==> src/rtl/i2crbm_pkg.sv <==
// ----------------------------------------------------------------------------
// I2C register byte master package
// Action codes and sequencer phase codes.
// ----------------------------------------------------------------------------
`timescale 1ns / 1ps
`default_nettype none

package i2crbm_pkg;

  localparam int unsigned AddrW  = 7;
  localparam int unsigned GapW   = 4;
  localparam int unsigned CfgW   = 7;
  localparam int unsigned PhaseW = 6;

  localparam logic [1:0] ACT_TICK  = 2'd0;
  localparam logic [1:0] ACT_WRITE = 2'd1;
  localparam logic [1:0] ACT_READ  = 2'd2;

  localparam logic CFG_DEV_ADDR = 1'b0;
  localparam logic CFG_GAP      = 1'b1;

  localparam logic [PhaseW-1:0] PH_IDLE       = 6'd0;
  localparam logic [PhaseW-1:0] PH_TX_AW      = 6'd1;
  localparam logic [PhaseW-1:0] PH_ACK_AW_LO  = 6'd2;
  localparam logic [PhaseW-1:0] PH_ACK_AW_HI  = 6'd3;
  localparam logic [PhaseW-1:0] PH_TX_IDX     = 6'd4;
  localparam logic [PhaseW-1:0] PH_ACK_IDX_LO = 6'd5;
  localparam logic [PhaseW-1:0] PH_ACK_IDX_HI = 6'd6;
  localparam logic [PhaseW-1:0] PH_TX_DAT     = 6'd7;
  localparam logic [PhaseW-1:0] PH_ACK_DAT_LO = 6'd8;
  localparam logic [PhaseW-1:0] PH_ACK_DAT_HI = 6'd9;
  localparam logic [PhaseW-1:0] PH_GAP        = 6'd10;
  localparam logic [PhaseW-1:0] PH_START2     = 6'd11;
  localparam logic [PhaseW-1:0] PH_TX_AR      = 6'd12;
  localparam logic [PhaseW-1:0] PH_ACK_AR_LO  = 6'd13;
  localparam logic [PhaseW-1:0] PH_ACK_AR_HI  = 6'd14;
  localparam logic [PhaseW-1:0] PH_RX         = 6'd15;
  localparam logic [PhaseW-1:0] PH_MNACK_LO   = 6'd16;
  localparam logic [PhaseW-1:0] PH_MNACK_HI   = 6'd17;
  localparam logic [PhaseW-1:0] PH_STOP_OK0   = 6'd18;
  localparam logic [PhaseW-1:0] PH_STOP_OK1   = 6'd19;
  localparam logic [PhaseW-1:0] PH_STOP_OK2   = 6'd20;
  localparam logic [PhaseW-1:0] PH_STOP_NK0   = 6'd21;
  localparam logic [PhaseW-1:0] PH_STOP_NK1   = 6'd22;
  localparam logic [PhaseW-1:0] PH_STOP_NK2   = 6'd23;
  localparam logic [PhaseW-1:0] PH_STOP_MID0  = 6'd24;
  localparam logic [PhaseW-1:0] PH_STOP_MID1  = 6'd25;
  localparam logic [PhaseW-1:0] PH_STOP_MID2  = 6'd26;

  localparam logic [AddrW-1:0] DEV_ADDR_RST = 7'd111;
  localparam logic [GapW-1:0]  GAP_RST      = 4'd3;

endpackage

`default_nettype wire

==> src/rtl/i2c_register_byte_master_top.sv <==
// The result of an accepted slot transaction is on the output register in the next cycle.
// One slot per cycle while in_stall_o is low; the bus sequencer advances once per accepted slot.
// The output register releases the input side whenever it is empty or being drained.
// Reset (rst_ni low, asynchronous): sequencer idle, counters and shift byte cleared,
// received byte zero, device address 111, session gap 3, output register empty.
// ----------------------------------------------------------------------------
// I2C register byte master
// Slot-driven I2C master for single-byte register writes and reads.
// ----------------------------------------------------------------------------
`timescale 1ns / 1ps
`default_nettype none

module i2c_register_byte_master_top (
  input  wire logic       clk_i,
  input  wire logic       rst_ni,
  // configuration write port
  input  wire logic       cfg_we_i,
  input  wire logic       cfg_index_i,
  input  wire logic [i2crbm_pkg::CfgW-1:0] cfg_wdata_i,
  // slot input channel
  input  wire logic       in_valid_i,
  output logic            in_stall_o,
  input  wire logic [1:0] action_i,
  input  wire logic [7:0] reg_index_i,
  input  wire logic [7:0] write_data_i,
  input  wire logic       sda_in_i,
  // slot result channel
  output logic            out_valid_o,
  input  wire logic       out_stall_i,
  output logic            scl_level_o,
  output logic            sda_level_o,
  output logic            sda_drive_o,
  output logic            busy_res_o,
  output logic            done_res_o,
  output logic            nack_o,
  output logic [7:0]      read_data_o
);
  import i2crbm_pkg::*;

  // Configuration registers
  logic [AddrW-1:0]  dev_addr_q;
  logic [GapW-1:0]   gap_slots_q;

  // Sequencer state
  logic [PhaseW-1:0] phase_q, phase_d;
  logic [3:0]        bit_cnt_q, bit_cnt_d;
  logic [7:0]        shift_q, shift_d;
  logic              is_read_q, is_read_d;
  logic [7:0]        held_idx_q, held_idx_d;
  logic [7:0]        held_dat_q, held_dat_d;
  logic [GapW-1:0]   gap_cnt_q, gap_cnt_d;
  logic [7:0]        rx_byte_q, rx_byte_d;

  // Slot outputs before the result register
  logic scl, sda, drv, busy, done, nk;
  logic half;

  // Output register
  logic       out_valid_q;
  logic       scl_q, sda_q, drv_q, busy_q, done_q, nk_q;
  logic [7:0] rdata_q;

  logic accept;

  // A transaction enters whenever the result register is free or drains now.
  assign in_stall_o = out_valid_q & out_stall_i;
  assign accept     = in_valid_i & ~in_stall_o;

  always_ff @(posedge clk_i or negedge rst_ni) begin
    if (!rst_ni) begin
      dev_addr_q  <= DEV_ADDR_RST;
      gap_slots_q <= GAP_RST;
    end else if (cfg_we_i) begin
      if (cfg_index_i == CFG_DEV_ADDR) begin
        dev_addr_q <= cfg_wdata_i[AddrW-1:0];
      end else begin
        gap_slots_q <= cfg_wdata_i[GapW-1:0];
      end
    end
  end

  assign half = bit_cnt_q[0];

  // One bus slot: outputs of this slot and the state for the next one.
  always_comb begin
    phase_d    = phase_q;
    bit_cnt_d  = bit_cnt_q;
    shift_d    = shift_q;
    is_read_d  = is_read_q;
    held_idx_d = held_idx_q;
    held_dat_d = held_dat_q;
    gap_cnt_d  = gap_cnt_q;
    rx_byte_d  = rx_byte_q;
    scl  = 1'b1;
    sda  = 1'b1;
    drv  = 1'b0;
    busy = 1'b1;
    done = 1'b0;
    nk   = 1'b0;

    case (phase_q)
      PH_TX_AW, PH_TX_IDX, PH_TX_DAT, PH_TX_AR: begin
        // each bit: SCL low slot then SCL high slot, MSB first
        scl = half;
        sda = shift_q[7];
        drv = 1'b1;
        if (half) begin
          shift_d = {shift_q[6:0], 1'b0};
        end
        if (bit_cnt_q == 4'd15) begin
          bit_cnt_d = 4'd0;
          phase_d   = phase_q + 6'd1;
        end else begin
          bit_cnt_d = bit_cnt_q + 4'd1;
        end
      end
      PH_ACK_AW_LO, PH_ACK_IDX_LO, PH_ACK_DAT_LO, PH_ACK_AR_LO: begin
        scl     = 1'b0;
        phase_d = phase_q + 6'd1;
      end
      PH_ACK_AW_HI, PH_ACK_IDX_HI, PH_ACK_DAT_HI, PH_ACK_AR_HI: begin
        // target ACK sampled with SDA released; high level is a NACK
        bit_cnt_d = 4'd0;
        if (sda_in_i) begin
          phase_d = PH_STOP_NK0;
        end else if (phase_q == PH_ACK_AW_HI) begin
          shift_d = held_idx_q;
          phase_d = PH_TX_IDX;
        end else if (phase_q == PH_ACK_IDX_HI) begin
          if (is_read_q) begin
            phase_d = PH_STOP_MID0;
          end else begin
            shift_d = held_dat_q;
            phase_d = PH_TX_DAT;
          end
        end else if (phase_q == PH_ACK_DAT_HI) begin
          phase_d = PH_STOP_OK0;
        end else begin
          shift_d = 8'd0;
          phase_d = PH_RX;
        end
      end
      PH_RX: begin
        scl = half;
        if (half) begin
          shift_d = {shift_q[6:0], sda_in_i};
        end
        if (bit_cnt_q == 4'd15) begin
          bit_cnt_d = 4'd0;
          phase_d   = PH_MNACK_LO;
        end else begin
          bit_cnt_d = bit_cnt_q + 4'd1;
        end
      end
      PH_MNACK_LO: begin
        scl     = 1'b0;
        drv     = 1'b1;
        phase_d = PH_MNACK_HI;
      end
      PH_MNACK_HI: begin
        drv     = 1'b1;
        phase_d = PH_STOP_OK0;
      end
      PH_STOP_OK0, PH_STOP_NK0, PH_STOP_MID0: begin
        scl     = 1'b0;
        sda     = 1'b0;
        drv     = 1'b1;
        phase_d = phase_q + 6'd1;
      end
      PH_STOP_OK1, PH_STOP_NK1, PH_STOP_MID1: begin
        sda     = 1'b0;
        drv     = 1'b1;
        phase_d = phase_q + 6'd1;
      end
      PH_STOP_OK2, PH_STOP_NK2: begin
        done    = 1'b1;
        nk      = (phase_q == PH_STOP_NK2);
        phase_d = PH_IDLE;
        if (!nk && is_read_q) begin
          rx_byte_d = shift_q;
        end
      end
      PH_STOP_MID2: begin
        if (gap_slots_q == '0) begin
          phase_d = PH_START2;
        end else begin
          gap_cnt_d = gap_slots_q - 4'd1;
          phase_d   = PH_GAP;
        end
      end
      PH_GAP: begin
        if (gap_cnt_q == '0) begin
          phase_d = PH_START2;
        end else begin
          gap_cnt_d = gap_cnt_q - 4'd1;
        end
      end
      PH_START2: begin
        sda       = 1'b0;
        drv       = 1'b1;
        shift_d   = {dev_addr_q, 1'b1};
        bit_cnt_d = 4'd0;
        phase_d   = PH_TX_AR;
      end
      default: begin
        // idle; unused codes fall back to idle
        phase_d = PH_IDLE;
        if (action_i == ACT_WRITE || action_i == ACT_READ) begin
          sda        = 1'b0;
          drv        = 1'b1;
          is_read_d  = (action_i == ACT_READ);
          held_idx_d = reg_index_i;
          held_dat_d = write_data_i;
          shift_d    = {dev_addr_q, 1'b0};
          bit_cnt_d  = 4'd0;
          phase_d    = PH_TX_AW;
        end else begin
          busy = 1'b0;
        end
      end
    endcase

    // released SDA reads as the pulled-up level
    if (!drv) begin
      sda = 1'b1;
    end
  end

  always_ff @(posedge clk_i or negedge rst_ni) begin
    if (!rst_ni) begin
      phase_q    <= PH_IDLE;
      bit_cnt_q  <= '0;
      shift_q    <= '0;
      is_read_q  <= 1'b0;
      held_idx_q <= '0;
      held_dat_q <= '0;
      gap_cnt_q  <= '0;
      rx_byte_q  <= '0;
    end else if (accept) begin
      phase_q    <= phase_d;
      bit_cnt_q  <= bit_cnt_d;
      shift_q    <= shift_d;
      is_read_q  <= is_read_d;
      held_idx_q <= held_idx_d;
      held_dat_q <= held_dat_d;
      gap_cnt_q  <= gap_cnt_d;
      rx_byte_q  <= rx_byte_d;
    end
  end

  // Result register: holds while stalled, reloads on every accepted slot.
  always_ff @(posedge clk_i or negedge rst_ni) begin
    if (!rst_ni) begin
      out_valid_q <= 1'b0;
    end else begin
      out_valid_q <= accept | (out_valid_q & out_stall_i);
    end
  end

  always_ff @(posedge clk_i) begin
    if (accept) begin
      scl_q   <= scl;
      sda_q   <= sda;
      drv_q   <= drv;
      busy_q  <= busy;
      done_q  <= done;
      nk_q    <= nk;
      rdata_q <= rx_byte_d;
    end
  end

  assign out_valid_o = out_valid_q;
  assign scl_level_o = scl_q;
  assign sda_level_o = sda_q;
  assign sda_drive_o = drv_q;
  assign busy_res_o  = busy_q;
  assign done_res_o  = done_q;
  assign nack_o      = nk_q;
  assign read_data_o = rdata_q;

endmodule

`default_nettype wire

==> config.mk <==
export PLATFORM = sky130hd
export DESIGN_NAME = i2c_register_byte_master_top
export DESIGN_NICKNAME = d
export VERILOG_FILES = /design/src/rtl/i2crbm_pkg.sv /design/src/rtl/i2c_register_byte_master_top.sv
export SDC_FILE = /design/constraint.sdc
export NUM_CORES = 1
export LEC_CHECK = 0
export ABC_AREA = 0
export CORE_MARGIN = 8
export CORE_UTILIZATION = 50
export DETAILED_ROUTE_END_ITERATION = 7
export DONT_BUFFER_PORTS = 1
export PLACE_DENSITY = 0.67
export SLEW_MARGIN = 20
export SYNTH_ARGS = -nofsm -noshare
export SYNTH_HDL_FRONTEND = slang
export SYNTH_SLANG_ARGS = --single-unit
==> constraint.sdc <==
create_clock -name clk_i -period 4.2 [get_ports clk_i]
set_clock_uncertainty 0.2 [all_clocks]
set_input_delay 0.84 -clock clk_i [delete_from_list [all_inputs] [get_ports clk_i]]
set_output_delay 0.84 -clock clk_i [all_outputs]
set_load 0.02 [all_outputs]
==> results of run 1 <==
-- cells in the mapped netlist (all sizes together) (8+ instances only) --
library cell	count
clkbuf	8
nand2	17
buf	9
edfxtp	14
mux2	54
a21oi	14
nor2	15
dfrtp	51
a22o	10
inv	16
dfstp	8
o21ai	15
-- kinds of logic (layout without fill, tap and decap cells) --
| kind of cell | count (synthesis) | count (layout) | synth area share [%] |
|---|---|---|---|
| simple gates | 86 | 86 | 13.0 |
| flops | 73 | 73 | 48.9 |
| mux | 61 | 61 | 17.4 |
| other cells | 0 | 1 | 0 |
| fa+ha+maj | 7 | 7 | 2.24 |
| buf+inv | 33 | 38 | 3.62 |
| compound gates | 73 | 73 | 14.9 |
-- sequential cells by signal, summed over array words and instances (netlist names) --
name	count
held_dat_q	8
held_idx_q	8
read_data_o	8
rx_byte_q	8
shift_q	8
dev_addr_q	7
phase_q	6
bit_cnt_q	4
gap_cnt_q	4
gap_slots_q	4
busy_res_o	1
done_res_o	1
is_read_q	1
nack_o	1
out_valid_o	1
scl_level_o	1
sda_drive_o	1
sda_level_o	1
-- critical path: stages (launching register included) --
cell and delay, ns:
dfrtp_1 0.44, inv_1 0.12, ha_1 0.37, nand2b_1 0.16, a211oi_2 0.76, nand2_1 0.19
nor3b_2 0.29, nand4_2 0.11, buf_4 0.25, mux2_2 0.37
-- final timing paths --
kind / from / to / depth (start not counted)
max: phase_q[1] / held_dat_q[7] / 9
min: rst_ni / dev_addr_q[5] / 0
max reg2reg: phase_q[1] / held_dat_q[7] / 9
min reg2reg: held_idx_q[2] / held_idx_q[2] / 1
max in group asynchronous: rst_ni / rx_byte_q[6] / 1
min in group clk_i: held_idx_q[2] / held_idx_q[2] / 1
-- what timing repair did --
item / in CTS / in global routing
hold buffers: 1 / 0
gates resized for setup: 0 / 0
hold endpoints to repair: 51 / 0
-- stage by stage --
stage / power (mW) / instances / cell area (sq um) / hold WS (ns) / worst slack [ns]
after floorplan: 2.16 / 333 / 3900 / 0.265 / 1.52
after global placement: 2.44 / 423 / 3990 / 0.274 / 0.867
after detailed placement: 2.46 / 423 / 3990 / 0.283 / 0.685
final: 3.07 / 441 / 4240 / 0.127 / 0.829
after global routing: 3.27 / 441 / 4240 / 0.101 / 0.511
after CTS: 3.07 / 440 / 4230 / 0.111 / 0.675
-- power breakdown --
group / switching, mW / internal [mW] / total (mW)
combinational: 0.713 / 0.558 / 1.27
clock: 0.280 / 0.317 / 0.596
sequential: 0.248 / 0.954 / 1.20
-- layout by cell type, fill, tap and decap left out, types with 2 or more instances in the layout --
cell type and instances:
a21oi_1 14, nand3_1 7, inv_6 3, o22a_1 2, o21ai_1 2, o311ai_1 2
inv_1 15, buf_4 5, nor4_1 6, mux2i_1 7, dfstp_2 8, nand2_1 17
o21a_1 2, nor3_1 6, nor2b_1 5, edfxtp_1 14, a221o_1 7, mux2_1 15
o211ai_1 2, nand2b_1 6, and2_1 5, or4bb_1 2, clkbuf_8 9, a32o_1 2
nor2_1 15, or3_1 4, ha_1 7, mux2_2 39, o21ai_0 13, a22o_1 10
dfrtp_1 51
-- layer usage --
metal / routed length (um) / global-route usage (%)
met5: 0 / 0
met3: 699 / 6.07
met1: 3890 / 21.3
met4: 57 / 4.45
met2: 4070 / 24.9
-- layout make-up --
type,count,area [sq um],area share (%)
repair buffers,6,65.1,1.53
inverters,16,60.1,1.42
flip-flops and latches,73,1910,45.0
clock buffers,10,149,3.51
multi-input cells,227,1860,43.8
diodes,1,2.50,0.0590
well taps,102,128,3.01
clock inverters,6,70.1,1.65
==> flow_summary.toml, run 1 <==
[route]
wirelength_um = 8710
wl_per_cell_um = 19.8
viasPerCell = 6.13
firstDrtPassIters = 5
initialDrtViolationCount = 313
remaining_drc_errors = 0
antenna_left = 0
via_count = 2705

[placement]
dp_hpwl_um = 6320
portBuffers = 0
place_congestion = 0.957

[cts]
clock_path_buffers = 2
ctsRootBufferMaster = "clkbuf_8"
cts_tree = "yes"
cts.clk_slew.worst_paths_ns = 0.08
ctsHtreeMaxLevel = 3
cts.sinks = 73
clk_latency_ns = 0.35
cts_setup_buffers = 0
cts_buffers = 9

[critical_path]
critPathCaptureType = "flip-flop"
worstPathRequired_ns = 4.24
start_kind = "flip-flop"
cp.arrival_ns = 3.41
path_max_fanout = 17
reg2reg_slack_ns = 0.83
critical_path_class = "flip-flop to flip-flop"

[timing]
post-route-period-util_pct = 80.3
slew_viol_final = 0
finalHoldViolations = 0
worst_pin_slew_ns = 0.855
relSlewSlack_pct = 42.9
setup_viol = 0
fmax_mhz = 297
fin_crit_ns = 3.37
tns_ns = 0
rsz0062_at_grt = "no"

[global_route]
first_global_vias = 2678
antenna_found_initial = 1
grt_max_degree = 52
track_usage_pct = 16.4
grt_overflow_total = 0
grt_pass1_wl_um = 14300

[floorplan]
die-area_sq_um = 10900
floorplan.initialDensity_pct = 51.0
num_rows = 32
die_w_um = 104
ios = 48
core_sq_um = 7650
fp.dieH_um = 104

[power]
total_leakage_power_nw = 1.74
cellPowerDensity_nw_per_um2 = 724
peakVddDrop_mv = 0.309

[logic_synthesis]
yosysUniqueCellTypes = 62
ys.flop_type = "dfrtp_1"
netlist_instances = 333
yosys_warnings = 0
syn_nets = 372
seq_area_frac_synth_pct = 48.9
yosys.area.top_type_share_pct = 32.7
async_flop_share_pct = 80.8
syn_avg_cell_area_sq_um = 11.7
synth_edf_count = 14
yosysTopAreaCell = "dfrtp_1"
synth.area.top_cells = "dfrtp_1 33%, mux2_2 11%, edfxtp_1 11%"
synth_area_sq_um = 3900
ys_seq_elements = 73

[final_layout]
finalNetCount = 372
nFillCells = 645
area_growth_syn_to_layout_pct = 8.66
post-route-util_pct = 55.4
drive_gt1_share_pct = 24.6

[status]
outcome = "complete, no violations"

[worst_hold_path]
hp-class = "input pin to async pin"

[flow_run]
cap_violations = 0
Note: power is estimated with default switching activity, not from simulation.
==> run 2: changes to the inputs <==
--- a/config.mk
+++ b/config.mk
@@ -5,7 +5,7 @@
 export SDC_FILE = /design/constraint.sdc
 export NUM_CORES = 1
 export LEC_CHECK = 0
-export ABC_AREA = 0
+export ABC_AREA = 1
 export CORE_MARGIN = 8
 export CORE_UTILIZATION = 50
 export DETAILED_ROUTE_END_ITERATION = 7
==> constraint.sdc (replaced) <==
create_clock -name clk_i -period 3.5 [get_ports clk_i]
set_clock_uncertainty 0.2 [all_clocks]
set_input_delay 0.7 -clock clk_i [delete_from_list [all_inputs] [get_ports clk_i]]
set_output_delay 0.7 -clock clk_i [all_outputs]
set_load 0.02 [all_outputs]
==> flow_summary.toml, run 2 <==
[status]
outcome = "complete, no violations"

[timing]
rsz0062_at_grt = "no"
finalHoldWorstSlack_ns = 0.00436
fin_crit_ns = 2.69
post-route-period-util_pct = 77.0
relSlewSlack_pct = 62.1
setup_viol = 0
tns_ns = 0
finalHoldViolations = 0
fmax_mhz = 371
slew_viol_final = 0
worst_pin_slew_ns = 0.568

[final_layout]
finalNonFillerCells = 656
nFillCells = 778
final_cell_area_sq_um = 4450
multi_input_area_sq_um = 1950
final_common_cell = "nand2_1"
n_antenna_cell = 0
finalNetCount = 585
drive_gt1_share_pct = 10.5
regArea_sq_um = 1910
layout_common_cells = "223 x nand2_1, 54 x inv_1, 51 x dfrtp_1"
area_growth_syn_to_layout_pct = 7.26

[logic_synthesis]
syn_nets = 583
synth.most_common_cell = "nand2_1"
syn_avg_cell_area_sq_um = 7.63
yosys_warnings = 0
synth_commonest_cells = "223 x nand2_1, 54 x inv_1, 51 x dfrtp_1"
synth_area_sq_um = 4150
seq_area_frac_synth_pct = 45.9
ys_seq_elements = 73
yosysTopAreaCell = "dfrtp_1"
yosys.area.top_type_share_pct = 30.7
ys.flop_type = "dfrtp_1"
yosysUniqueCellTypes = 38
synth.area.top_cells = "dfrtp_1 31%, nand2_1 20%, edfxtp_1 10%"
synth_edf_count = 14
async_flop_share_pct = 80.8
netlist_instances = 544

[cts]
cts_tree = "yes"
cts_buffers = 9
ctsHtreeMaxLevel = 3
clk_latency_ns = 0.35
cts_setup_buffers = 0
cts.clk_slew.worst_paths_ns = 0.08
ctsRootBufferMaster = "clkbuf_8"
cts.sinks = 73
clock_path_buffers = 2

[placement]
place_congestion = 0.884
dpl-instance-area_sq_um = 4230
dp_hpwl_um = 7270
portBuffers = 0
placed_cells = 639

[critical_path]
critical_path_class = "flip-flop to flip-flop"
r2r_start = "phase_q[0]"
cp_cell_sequence = "inv_1 -> ha_1 -> nand3_1 -> nor2_2 -> buf_4 -> nor2_4 -> nand3_4 -> nor3_2 -> nor2_2 -> nand2_1 -> nand2_1 -> nand2_1"
worstPathRequired_ns = 3.54
cp_common_cell = "nand2_1"
start_kind = "flip-flop"
path_max_fanout = 14
critPathCaptureType = "flip-flop"
reg2reg_slack_ns = 0.81
slowest_delay_ns = 0.43
cp.arrival_ns = 2.74
r2r-end = "shift_q[0]"
ff2ff_path_depth = 12
cp_slowest_cell = "dfrtp_1"

[floorplan]
ios = 48
die_w_um = 107
core_sq_um = 8130
fp.dieH_um = 107
floorplan.initialDensity_pct = 51.1
die-area_sq_um = 11500
num_rows = 33

[route]
firstDrtPassIters = 7
via_count = 3528
wl_per_cell_um = 14.9
antenna_left = 0
initialDrtViolationCount = 250
wirelength_um = 9750
remaining_drc_errors = 0
viasPerCell = 5.38

[global_route]
grt_overflow_total = 0
grt_max_degree = 60
track_usage_pct = 17.9
antenna_found_initial = 0
first_global_vias = 3389
grt_pass1_wl_um = 16500

[flow_run]
cap_violations = 0

[power]
cellPowerDensity_nw_per_um2 = 794
intPower_mw = 1.95
switchingPower_mw = 1.59
p_comb_share_pct = 42.7
power_frac_seq_pct = 38.2
swShare_pct = 45.0
total_leakage_power_nw = 2.31
pwr-share-clk_pct = 19.1
peakVddDrop_mv = 0.356
power_mw = 3.54

[worst_hold_path]
hp-class = "input pin to async pin"
-- run 2: how the worst max path moves through the flow --
stage,cells past startpoint,startpoint,endpoint,slack (ns)
finish,12,phase_q[0],shift_q[0],0.81
global route,11,phase_q[1],shift_q[0],0.48
CTS,12,phase_q[0],shift_q[0],0.79
detailed placement,8,out_stall_i,shift_q[0],0.81
global placement,8,out_stall_i,shift_q[7],0.87
floorplan,8,out_stall_i,gap_cnt_q[3],0.94
-- run 2: what timing repair did --
item,in CTS,in global routing
hold endpoints to repair,59,0
hold buffers,1,0
gates resized for setup,0,0
-- run 2: layout make-up --
type                            count  share of cell area, %
Tap cell                          105                   2.95
Timing Repair Buffer                4                   1.12
Clock inverter                      7                   1.74
Multi-Input combinational cell    400                   43.7
Sequential cell                    73                   42.8
Inverter                           58                   4.89
Clock buffer                        9                   2.78
-- run 2: through the flow --
stage,setup WS (ns),util (%)
after global routing,0.482,54.8
after CTS,0.785,54.8
after detailed placement,0.807,51.9
final,0.805,54.8
after floorplan,0.943,-
after global placement,0.873,51.9
-- run 2: per-layer routing --
layer	vias to the layer above	routed length, um	global-route usage (%)
met5	-	0	0
met4	0	127	6.93
met3	10	618	3.84
met2	110	4340	26.7
met1	1663	4670	24.7
li1	1745	-	-
-- run 2: kinds of logic after synthesis --
logic type | after synthesis | share of synthesized area, %
buffers and inverters | 71 | 7.20
adders and majority gates | 7 | 2.11
DFF | 73 | 45.9
AOI/OAI and AO/OA | 47 | 5.91
xor gates and xnor gates | 4 | 0.844
and+or+nand+nor | 340 | 37.5
muxes | 2 | 0.542
-- run 2: critical path: cells and delay by family, from the launching register on --
| kind | cells | cell delay [ns] |
|---|---|---|
| adder cells (fa/ha/maj) | 1 | 0.25 |
| buffers and inverters | 2 | 0.34 |
| flip-flops | 1 | 0.43 |
| AND/OR/NAND/NOR | 9 | 1.36 |
-- run 2: power by group through the flow --
| stage | Sequential (mW) | Clock (mW) | Combinational [mW] |
|---|---|---|---|
| 2_1_floorplan | 1.29 | 0 | 1.24 |
| 3_3_place_gp | 1.36 | 0 | 1.46 |
| 3_5_place_dp | 1.37 | 0 | 1.48 |
| 4_1_cts | 1.35 | 0.691 | 1.50 |
| 5_1_grt | 1.38 | 0.717 | 1.71 |
| 6_report | 1.35 | 0.677 | 1.51 |
